**src/rfdc_pkg.sv**
```systemverilog
package rfdc_pkg;

  // Frame delimiters
  localparam logic [7:0] SyncA = 8'h53;
  localparam logic [7:0] SyncB = 8'h59;
  localparam logic [7:0] EndA  = 8'h54;
  localparam logic [7:0] EndB  = 8'h43;

  // Classification codes
  localparam logic [7:0] FallCtrl  = 8'h83;
  localparam logic [7:0] FallCmd   = 8'h01;
  localparam logic [7:0] FallData  = 8'h01;
  localparam logic [7:0] MoveCtrl  = 8'h80;
  localparam logic [7:0] MoveCmd   = 8'h03;
  localparam logic [7:0] MoveLenHi = 8'h00;
  localparam logic [7:0] MoveLenLo = 8'h01;

  // Frame byte positions and lengths
  localparam logic [7:0] PosCtrl   = 8'd2;
  localparam logic [7:0] PosCmd    = 8'd3;
  localparam logic [7:0] PosLenHi  = 8'd4;
  localparam logic [7:0] PosLenLo  = 8'd5;
  localparam logic [7:0] PosData   = 8'd6;
  localparam logic [7:0] HeaderLen = 8'd2;
  localparam logic [7:0] ReportLen = 8'd10;

  typedef struct packed {
    logic       fall_event;
    logic       movement_report;
    logic [7:0] movement_value;
    logic [7:0] frame_length;
    logic       overflow;
  } rfdc_result_t;

endpackage

```
**src/rfdc_byte_if.sv**
```systemverilog
interface rfdc_byte_if;
  logic       valid;
  logic       ready;
  logic [7:0] rx_byte;

  modport source (output valid, output rx_byte, input ready);
  modport sink (input valid, input rx_byte, output ready);
endinterface

```
**src/rfdc_result_if.sv**
```systemverilog
interface rfdc_result_if;
  logic       valid;
  logic       ready;
  logic       fall_event;
  logic       movement_report;
  logic [7:0] movement_value;
  logic [7:0] frame_length;
  logic       overflow;

  modport source (
    output valid, output fall_event, output movement_report,
    output movement_value, output frame_length, output overflow,
    input ready
  );
  modport sink (
    input valid, input fall_event, input movement_report,
    input movement_value, input frame_length, input overflow,
    output ready
  );
endinterface

```
**src/rfdc_parser.sv**
```systemverilog
module rfdc_parser
  import rfdc_pkg::*;
#(
  parameter int unsigned MAX_FRAME_LEN = 128
) (
  input  logic         clk_i,
  input  logic         rst_ni,
  input  logic         step_i,
  input  logic [7:0]   byte_i,
  output logic         emit_o,
  output rfdc_result_t result_o
);

  localparam logic [7:0] MaxLen = 8'(MAX_FRAME_LEN);

  logic       in_frame_q, in_frame_d;
  logic [7:0] prev_q, count_q, count_d;
  logic [7:0] ctrl_q, ctrl_d, cmd_q, cmd_d;
  logic [7:0] len_hi_q, len_hi_d, len_lo_q, len_lo_d;
  logic [7:0] data_q, data_d;
  logic [7:0] len;
  logic       tail, fall, move;

  assign len  = count_q + 8'd1;
  assign tail = (prev_q == EndA) && (byte_i == EndB);
  assign fall = (len >= ReportLen) && (ctrl_d == FallCtrl) && (cmd_d == FallCmd)
                && (data_d == FallData);
  assign move = (len == ReportLen) && (ctrl_d == MoveCtrl) && (cmd_d == MoveCmd)
                && (len_hi_d == MoveLenHi) && (len_lo_d == MoveLenLo);

  // Hunt for the header, capture frame bytes, close on tail or length limit
  always_comb begin
    in_frame_d = in_frame_q;
    count_d    = count_q;
    ctrl_d     = ctrl_q;
    cmd_d      = cmd_q;
    len_hi_d   = len_hi_q;
    len_lo_d   = len_lo_q;
    data_d     = data_q;
    emit_o     = 1'b0;
    result_o   = '0;
    if (!in_frame_q) begin
      if ((prev_q == SyncA) && (byte_i == SyncB)) begin
        in_frame_d = 1'b1;
        count_d    = HeaderLen;
        ctrl_d     = '0;
        cmd_d      = '0;
        len_hi_d   = '0;
        len_lo_d   = '0;
        data_d     = '0;
      end
    end else begin
      unique case (count_q)
        PosCtrl:  ctrl_d   = byte_i;
        PosCmd:   cmd_d    = byte_i;
        PosLenHi: len_hi_d = byte_i;
        PosLenLo: len_lo_d = byte_i;
        PosData:  data_d   = byte_i;
        default:  ;
      endcase
      count_d = len;
      result_o.frame_length = len;
      if (tail) begin
        emit_o                   = 1'b1;
        result_o.fall_event      = fall;
        result_o.movement_report = move;
        result_o.movement_value  = move ? data_d : 8'd0;
        in_frame_d               = 1'b0;
        count_d                  = '0;
      end else if (len >= MaxLen) begin
        emit_o            = 1'b1;
        result_o.overflow = 1'b1;
        in_frame_d        = 1'b0;
        count_d           = '0;
      end
    end
  end

  // Advance parser state on each processed beat
  always_ff @(posedge clk_i or negedge rst_ni) begin
    if (!rst_ni) begin
      in_frame_q <= 1'b0;
      prev_q     <= '0;
      count_q    <= '0;
      ctrl_q     <= '0;
      cmd_q      <= '0;
      len_hi_q   <= '0;
      len_lo_q   <= '0;
      data_q     <= '0;
    end else if (step_i) begin
      in_frame_q <= in_frame_d;
      prev_q     <= byte_i;
      count_q    <= count_d;
      ctrl_q     <= ctrl_d;
      cmd_q      <= cmd_d;
      len_hi_q   <= len_hi_d;
      len_lo_q   <= len_lo_d;
      data_q     <= data_d;
    end
  end

endmodule

```
**src/rfdc_out_stage.sv**
```systemverilog
module rfdc_out_stage
  import rfdc_pkg::*;
(
  input  logic                 clk_i,
  input  logic                 rst_ni,
  input  logic                 step_i,
  input  logic                 emit_i,
  input  rfdc_result_t         result_i,
  output logic                 free_o,
  rfdc_result_if.source        result_o
);

  logic         valid_q, valid_d;
  rfdc_result_t data_q;

  // Register is free when empty or being drained this cycle
  assign free_o  = !valid_q || result_o.ready;
  assign valid_d = free_o ? (step_i && emit_i) : valid_q;

  always_ff @(posedge clk_i or negedge rst_ni) begin
    if (!rst_ni) begin
      valid_q <= 1'b0;
    end else begin
      valid_q <= valid_d;
    end
  end

  // Load payload only when a new result enters
  always_ff @(posedge clk_i) begin
    if (free_o && step_i && emit_i) begin
      data_q <= result_i;
    end
  end

  assign result_o.valid           = valid_q;
  assign result_o.fall_event      = data_q.fall_event;
  assign result_o.movement_report = data_q.movement_report;
  assign result_o.movement_value  = data_q.movement_value;
  assign result_o.frame_length    = data_q.frame_length;
  assign result_o.overflow        = data_q.overflow;

endmodule

```
**src/radar_frame_deframer_classifier.sv**
```systemverilog
// Channel   | Dir | Payload                                            | Beat
// byte_i    | in  | rx_byte[7:0]                                       | one serial byte
// result_o  | out | fall_event, movement_report, movement_value[7:0],  | one closed or
//           |     | frame_length[7:0], overflow                        | dropped frame
//
// One byte per cycle unless stalled: input register, one parser step, result register.
// Result valid rises at the edge that steps the closing byte into the result register.
// Reset (async, active low) returns the parser to hunting with all state cleared.
// A stalled result holds the parser only when the input register also holds a byte;
// bytes that neither close nor drop a frame keep flowing while a result waits.
module radar_frame_deframer_classifier
  import rfdc_pkg::*;
#(
  parameter int unsigned MAX_FRAME_LEN = 128
) (
  input  logic          clk_i,
  input  logic          rst_ni,
  rfdc_byte_if.sink     byte_i,
  rfdc_result_if.source result_o
);

  logic         in_valid_q, in_valid_d;
  logic [7:0]   in_byte_q;
  logic         step, emit, free;
  rfdc_result_t result;

  // Parser steps when a byte is held and it emits nothing or the result register is free
  assign step         = in_valid_q && (free || !emit);
  assign byte_i.ready = !in_valid_q || step;
  assign in_valid_d   = byte_i.valid ? 1'b1 : (in_valid_q && !step);

  // Input register
  always_ff @(posedge clk_i or negedge rst_ni) begin
    if (!rst_ni) begin
      in_valid_q <= 1'b0;
    end else if (byte_i.ready) begin
      in_valid_q <= in_valid_d;
    end
  end

  always_ff @(posedge clk_i) begin
    if (byte_i.valid && byte_i.ready) begin
      in_byte_q <= byte_i.rx_byte;
    end
  end

  rfdc_parser #(
    .MAX_FRAME_LEN(MAX_FRAME_LEN)
  ) u_parser (
    .clk_i   (clk_i),
    .rst_ni  (rst_ni),
    .step_i  (step),
    .byte_i  (in_byte_q),
    .emit_o  (emit),
    .result_o(result)
  );

  rfdc_out_stage u_out (
    .clk_i   (clk_i),
    .rst_ni  (rst_ni),
    .step_i  (step),
    .emit_i  (emit),
    .result_i(result),
    .free_o  (free),
    .result_o(result_o)
  );

  // Dropped frames always report the limit and no classification
  assert property (@(posedge clk_i) disable iff (!rst_ni)
    result_o.valid && result_o.overflow |->
      result_o.frame_length == 8'(MAX_FRAME_LEN) && !result_o.fall_event &&
      !result_o.movement_report)
    else $error("overflow result with bad fields");

  // Movement reports come only from ten-byte frames
  assert property (@(posedge clk_i) disable iff (!rst_ni)
    result_o.valid && result_o.movement_report |-> result_o.frame_length == ReportLen)
    else $error("movement report with wrong length");

  // Movement value is zero unless a movement report
  assert property (@(posedge clk_i) disable iff (!rst_ni)
    result_o.valid && !result_o.movement_report |-> result_o.movement_value == 8'd0)
    else $error("stray movement value");

  // A held byte that would emit into a blocked result register stalls the input
  assert property (@(posedge clk_i) disable iff (!rst_ni)
    in_valid_q && emit && result_o.valid && !result_o.ready |-> !byte_i.ready)
    else $error("input taken while parser blocked");

endmodule

```
**src/flat_wrapper.sv**
```systemverilog
// flat-port wrapper written by rule: the top's interface ports become plain ports
module radar_frame_deframer_classifier_flat import rfdc_pkg::*;
#(
  parameter int unsigned MAX_FRAME_LEN = 128
)
  (clk_i, rst_ni, byte_i_valid, byte_i_rx_byte, byte_i_ready, result_o_valid, result_o_fall_event, result_o_movement_report, result_o_movement_value, result_o_frame_length, result_o_overflow, result_o_ready);
  rfdc_byte_if byte_i_i ();
  rfdc_result_if result_o_i ();
  input  logic clk_i;
  input  logic rst_ni;
  input wire logic [$bits(byte_i_i.valid)-1:0] byte_i_valid;
  input wire logic [$bits(byte_i_i.rx_byte)-1:0] byte_i_rx_byte;
  output wire logic [$bits(byte_i_i.ready)-1:0] byte_i_ready;
  output wire logic [$bits(result_o_i.valid)-1:0] result_o_valid;
  output wire logic [$bits(result_o_i.fall_event)-1:0] result_o_fall_event;
  output wire logic [$bits(result_o_i.movement_report)-1:0] result_o_movement_report;
  output wire logic [$bits(result_o_i.movement_value)-1:0] result_o_movement_value;
  output wire logic [$bits(result_o_i.frame_length)-1:0] result_o_frame_length;
  output wire logic [$bits(result_o_i.overflow)-1:0] result_o_overflow;
  input wire logic [$bits(result_o_i.ready)-1:0] result_o_ready;
  assign byte_i_i.valid = byte_i_valid;
  assign byte_i_i.rx_byte = byte_i_rx_byte;
  assign byte_i_ready = byte_i_i.ready;
  assign result_o_valid = result_o_i.valid;
  assign result_o_fall_event = result_o_i.fall_event;
  assign result_o_movement_report = result_o_i.movement_report;
  assign result_o_movement_value = result_o_i.movement_value;
  assign result_o_frame_length = result_o_i.frame_length;
  assign result_o_overflow = result_o_i.overflow;
  assign result_o_i.ready = result_o_ready;
  radar_frame_deframer_classifier #(.MAX_FRAME_LEN(MAX_FRAME_LEN)) u_core (.clk_i(clk_i), .rst_ni(rst_ni), .byte_i(byte_i_i), .result_o(result_o_i));
endmodule
```
**config.mk**
```make
export PLATFORM = sky130hd
export DESIGN_NAME = radar_frame_deframer_classifier_flat
export DESIGN_NICKNAME = d
export VERILOG_FILES = /design/src/rfdc_pkg.sv /design/src/rfdc_byte_if.sv /design/src/rfdc_result_if.sv /design/src/rfdc_parser.sv /design/src/rfdc_out_stage.sv /design/src/radar_frame_deframer_classifier.sv /design/src/flat_wrapper.sv
export SDC_FILE = /design/constraint.sdc
export NUM_CORES = 1
export LEC_CHECK = 0
export ABC_AREA = 1
export BUFFER_PORTS_ARGS = -buffer_cell sky130_fd_sc_hd__buf_2
export CAP_MARGIN = 20
export CORE_MARGIN = 4
export CORE_UTILIZATION = 50
export DETAILED_ROUTE_END_ITERATION = 7
export PLACE_DENSITY = 0.68
export SLEW_MARGIN = 20
export SYNTH_ARGS = -nofsm -noshare
export SYNTH_HDL_FRONTEND = slang
export SYNTH_SLANG_ARGS = --single-unit
export TNS_END_PERCENT = 20
```
**constraint.sdc**
```tcl
create_clock -name clk_i -period 8.07 [get_ports clk_i]
set_clock_uncertainty 0.05 [all_clocks]
set_input_delay 0.4035 -clock clk_i [delete_from_list [all_inputs] [get_ports clk_i]]
set_output_delay 0.4035 -clock clk_i [all_outputs]
set_load 0.03 [all_outputs]
```
# [After elaboration in Yosys (flattened, before gate mapping)]
# Index checks and enable logic that the tools add are counted.
[word_totals] register_bits=86 out_inout_bits=21 elab_cells=91
[classes] add_sub_neg=1 n_lt_le_gt_ge=2 eq_ne=16 n_mux=27 bitwise=1 reduce_logical=28
[ops] cell="8-bit two-way mux" count=19
[ops] cell="8-bit by 7-bit == test with 1-bit output, second input constant" count=4
[ops] cell="8-bit by 1-bit == test with 1-bit output, second input constant" count=3
[ops] cell="8-bit by 2-bit == test with 1-bit output, second input constant" count=3
[ops] cell="8-bit by 3-bit == test with 1-bit output, second input constant" count=3
[ops] cell="8-bit == test, second input constant" count=2
[ops] cell="1-bit logical AND" count=15
[ops] cell="8-bit by 1-bit adder with 8-bit output, second input constant" count=1
[ops] cell="8-bit by 4-bit == test with 1-bit output, second input constant" count=1
[ops] cell="8-bit by 4-bit greater-or-equal comparator with 1-bit output, second input constant" count=1
[ops] cell="8-bit greater-or-equal comparator, second input constant" count=1
[ops] cell="8-bit zero test" count=1
[ops] cell="1-bit two-way mux" count=8
[ops] cell="1-bit zero test" count=4
[ops] cell="2-bit AND reduction" count=2
[ops] cell="1-bit logical OR" count=3
[ops] cell="3-bit AND reduction" count=1
[ops] cell="2-bit nonzero test" count=1
[ops] cell="2-bit OR reduction" count=1
[ops] cell="1-bit inverter" count=1

# [Logic depth before layout (Yosys ltp)]
[depth] word_depth=11 mapped_depth=16 depth_no_buf=14

# [Cells and area by module]
# Synthesis repeated with hierarchy kept, for this count alone.
[hier_totals] hier_cells=572 hier_area_um2=4684.5
[modules_own_cells] mod="rfdc_parser" n_inst=1 cells_per_inst=531 area_per_inst_um2=3767.4 seq_area_each_um2=1426.4
[modules_own_cells] mod="rfdc_out_stage" n_inst=1 cells_per_inst=25 area_per_inst_um2=615.6 seq_area_each_um2=595.6
[modules_own_cells] mod="radar_frame_deframer_classifier" n_inst=1 cells_per_inst=16 area_per_inst_um2=301.5 seq_area_each_um2=265.3

# [Worst setup path before layout]
# OpenSTA, ideal clock, no wires.
[synth_path] kind="reg-to-reg" start="register u_core.u_parser.count_q[0]" end="register u_core.u_out.data_q, in the netlist u_core.u_out.result_o.fall_event, enable pin" arrival_ns=2.368 required_time_ns=7.625 path_slack_ns=5.258 path_stages_with_launch=13 n_path_buf=2 synth_period_minus_slack_ns=2.812 cell_sequence="dfrtp_1 nand3_4 nor2_4 nand3_2 nand2_4 inv_2 nor2_4 nor2_4 nand2_2 nand2_4 buf_4 buf_6 nor2_1"
[synth_via] elab_chain_cells=10
[synth_rtl] element="from (decl)" line="rfdc_parser.sv:17" source="logic [7:0] prev_q, count_q, count_d;"
[synth_rtl] element="from (signal assigned)" line="rfdc_parser.sv:93" source="count_q <= count_d;"
[synth_rtl] element="8-bit by 1-bit adder with 8-bit output (*)" line="rfdc_parser.sv:24" source="assign len = count_q + 8'd1;"
[synth_rtl] element="8-bit greater-or-equal comparator (*)" line="rfdc_parser.sv:70" source="end else if (len >= MaxLen) begin"
[synth_rtl] element="1-bit two-way mux (*)" line="rfdc_parser.sv:70"
[synth_rtl] element="1-bit two-way mux (*)" line="rfdc_parser.sv:63" source="if (tail) begin"
[synth_rtl] element="1-bit two-way mux (*)" line="rfdc_parser.sv:42" source="if (!in_frame_q) begin"
[synth_rtl] element="1-bit zero test" line="radar_frame_deframer_classifier.sv:28" source="assign step = in_valid_q && (free || !emit);"
[synth_rtl] element="1-bit logical OR" line="radar_frame_deframer_classifier.sv:28"
[synth_rtl] element="1-bit logical AND" line="radar_frame_deframer_classifier.sv:28"
[synth_rtl] element="1-bit logical AND" line="rfdc_out_stage.sv:30" source="if (free_o && step_i && emit_i) begin"
[synth_rtl] element="1-bit logical AND (*)" line="rfdc_out_stage.sv:30"
[synth_rtl] element="to (signal assigned)" line="rfdc_out_stage.sv:31" source="data_q <= result_i;"
[synth_rtl] element="to (decl)" line="rfdc_out_stage.sv:14" source="rfdc_result_t data_q;"
# Every way passes the cells marked *; elsewhere a longest branch is shown, timed or not.
# A chain may end at the register's enable or synchronous reset.

# [Worst setup path in the final report]
[layout_path] start="register u_core.u_parser.in_frame_q" end="register u_core.u_parser.ctrl_q[1]"
[layout_via] elab_chain_cells=4
[layout_rtl] element="from (decl)" line="rfdc_parser.sv:16" source="logic in_frame_q, in_frame_d;"
[layout_rtl] element="from (signal assigned)" line="rfdc_parser.sv:91" source="in_frame_q <= in_frame_d;"
[layout_rtl] element="1-bit two-way mux" line="rfdc_parser.sv:42"
[layout_rtl] element="1-bit zero test" line="radar_frame_deframer_classifier.sv:28"
[layout_rtl] element="1-bit logical OR" line="radar_frame_deframer_classifier.sv:28"
[layout_rtl] element="1-bit logical AND" line="radar_frame_deframer_classifier.sv:28"
[layout_rtl] element="to (signal assigned)" line="rfdc_parser.sv:94" source="ctrl_q <= ctrl_d;"
[layout_rtl] element="to (decl)" line="rfdc_parser.sv:18" source="logic [7:0] ctrl_q, ctrl_d, cmd_q, cmd_d;"
# Several ways; a longest one is shown, not always the timed one.

==> reports/metrics.cfg <==
[outcome]
status = complete, no violations

[yosys]
synth_area_leaders = dfrtp_1 29%, edfxtp_1 16%, nand2_1 15%, nand3_1 6.9%, o21ai_0 5.9%
syn_nets = 673
ys_warn_count = 0
seq_area_frac_synth_pct = 44.67
syn_area_um2 = 5120
syn_inst = 656
synth_top_area_share_pct = 28.84
ys_types = 37
synth.largest_area_cell = dfrtp_1
syn_area_per_cell_um2 = 7.805
synth_seq_cells = 86

[routing]
drt-pass1-iter-count = 6
vias = 4306
routedWlPerCell_um = 14.26
drc = 0
antenna_left = 0
drt_wl_total_mm = 11.61
first_iter_violations = 356
viasPerCell = 5.290

[timing]
fin_ws_ns = 4.967
timing.final.setup_violations = 0
post-route-period-util_pct = 38.45
hold_viol = 0
rsz0062_at_grt = false
setup_tns_ns = 0
max_slew.worst_pin.slew_ns = 0.7898
drv_slew = 0
period_needed_ns = 3.103
maxSlewHeadroom_pct = 47.35
max_freq_mhz = 322.3

[global_route]
gr-total-overflow = 0
grtUsageTotal_pct = 21.19
met2_usage_pct = 34.96
grt.busiest_layer = met2
antenna_found_initial = 0
grt_pass1_vias = 3968
grt_pass1_wl_mm = 19.58
grt_start_max_net_pins = 61
met3_usage_pct = 4.381
met1_usage_pct = 28.12

[die]
core_um2 = 9864
die_w_um = 109.2
rows = 36
dieArea_um2 = 11920
start_util_pct = 51.90
fp.dieH_um = 109.2
ios = 33

[power]
power_density_nw_per_um2 = 155.9
irDropWorstVdd_mv = 0.08098
power.leakage_nw = 2.327
total_power_mw = 0.8529

[setup_path]
cp-end-kind = register
rr_worst_depth = 7
arrival_ns = 3.34
reg2reg_to = u_core.u_parser.ctrl_q[1]
start_kind = register
reg2reg_from = u_core.u_parser.in_frame_q
cp_max_fo = 60
crit_type = reg -> reg
rrSetupSlack_ns = 4.97
crit_required_ns = 8.30

[flow_run]
maxCapViolations = 0

[hold_path]
min_path_type = in -> async

[clocking]
cts.repair.resized = 0
cts_buffer_depth = 2
cts_root_buf = clkbuf_8
cts_inserted_buffers = 9
cts_sinks = 86
clkSlewWorstSetupHoldPaths_ns = 0.09
postCtsSetupBuffers = 0
clock_latency_ns = 0.38
cts_tree = built
holdBufCountCts = 0
h-tree-depth = 3

[final_layout]
synthToLayoutAreaGrowth_pct = 6.843
final_cells = 814
n_fill_cell = 909
final_nets = 693
drive_gt1_share_pct = 15.27
antenna_cells = 0

[placed_design]
io_buffers = 32
gp_congestion = 0.8389
dp_slack_ns = 5.038
hpwl_mm = 7.605
dp.cells = 798

## worst max-delay path by stage
stage          cells after the start                       start                               end
2_1_floorplan                     12  u_core.u_parser.count_q[0]  u_core.u_out.result_o.fall_event
3_3_place_gp                       8  u_core.u_parser.in_frame_q       u_core.u_parser.len_hi_q[2]
3_5_place_dp                       8  u_core.u_parser.in_frame_q       u_core.u_parser.len_hi_q[2]
4_1_cts                            8  u_core.u_parser.in_frame_q         u_core.u_parser.ctrl_q[3]
5_1_grt                            8  u_core.u_parser.in_frame_q          u_core.u_parser.cmd_q[6]
6_report                           7  u_core.u_parser.in_frame_q         u_core.u_parser.ctrl_q[1]
## routing by layer
metal,share of wire [%],up-vias
met5,0,-
met4,1.8,0
met3,5.9,19
met2,48,136
met1,45,1999
li1,-,2152
## sequential cells by signal (all words and copies together) (netlist names)
| register | count |
|---|---|
| u_core.u_out.result_o.valid | 1 |
| u_core.in_byte_q | 8 |
| u_core.u_parser.ctrl_q | 8 |
| u_core.u_parser.prev_q | 8 |
| u_core.u_parser.in_frame_q | 1 |
| u_core.in_valid_q | 1 |
| u_core.u_parser.len_hi_q | 8 |
| u_core.u_out.result_o.movement_report | 1 |
| u_core.u_out.result_o.fall_event | 1 |
| u_core.u_parser.cmd_q | 8 |
| u_core.u_parser.count_q | 8 |
| u_core.u_parser.len_lo_q | 8 |
| u_core.u_out.result_o.movement_value | 8 |
| u_core.u_parser.data_q | 8 |
| u_core.u_out.result_o.overflow | 1 |
| u_core.u_out.result_o.frame_length | 8 |
## cells by family after synthesis
logic type	after synthesis	share of synthesized area, %
simple gates	384	36.31
buf+inv	95	8.602
flops	86	44.67
xor+xnor	2	0.3422
fa+ha+maj	5	1.222
compound gates	84	8.846
## area by class of cell
type / instances / area [µm²] / area share [%]
Clock buffer: 12 / 155.1 / 2.836
Clock inverter: 4 / 21.27 / 0.3888
Tap cell: 133 / 166.4 / 3.042
Sequential cell: 86 / 2287 / 41.81
Multi-Input combinational cell: 475 / 2392 / 43.73
Inverter: 68 / 257.7 / 4.712
Timing Repair Buffer: 36 / 190.2 / 3.477
## through the flow
| stage | hold slack, ns | util, % | instance area [µm²] |
|---|---|---|---|
| floorplan | 0.05791 | - | 5120 |
| global placement | 0.4209 | 53.67 | 5294 |
| detailed placement | 0.4358 | 53.67 | 5294 |
| CTS | 0.1387 | 55.45 | 5470 |
| global route | 0.1349 | 55.45 | 5470 |
| finish | 0.1344 | 55.45 | 5470 |
## critical path, stage by stage (launching register included)
cell and delay [ns]:
dfrtp_1 0.33, buf_4 0.36, clkinv_1 0.64, nor2_4 0.32
nand2_2 0.10, nand2_4 0.43, inv_2 0.44, o21ai_0 0.29
## placed cells by master (no fill, tap or decap), types with 2 or more instances in the layout
| master | count |
|---|---|
| o21bai_1 | 6 |
| nand4_1 | 6 |
| nor2_1 | 58 |
| nand3_2 | 5 |
| clkbuf_8 | 11 |
| nor2_2 | 9 |
| nor2_4 | 6 |
| o21ai_0 | 60 |
| o21ai_1 | 11 |
| o22ai_1 | 2 |
| nor3_1 | 3 |
| inv_1 | 57 |
| dfrtp_1 | 59 |
| nand3_1 | 71 |
| edfxtp_1 | 27 |
| o21ai_2 | 4 |
| nor3_2 | 8 |
| clkinv_1 | 5 |
| buf_4 | 4 |
| ha_1 | 5 |
| nand2_2 | 2 |
| inv_2 | 6 |
| nor2_8 | 3 |
| buf_2 | 32 |
| nand2_4 | 6 |
| nand3_4 | 3 |
| nand2_1 | 202 |
| clkinv_2 | 2 |
## synthesized netlist by cell type (all sizes together)
library cell	instances
nand2	210
nand3	79
nor2	76
o21ai	75
inv	64
dfrtp	59
edfxtp	27
buf	19
nor3	11
clkbuf	8
nand4	6
o21bai	6
ha	5
clkinv	4
o22ai	2
a21oi	1
nand3b	1
nor4	1
xnor2	1
xor2	1
## where the power goes
part	internal (mW)	switching [mW]	leakage, nW
registers	0.468	0.0139	1.00
clock network	0.127	0.158	0.0898
logic	0.0263	0.0594	1.24
Power figures use the tool's default switching activity.
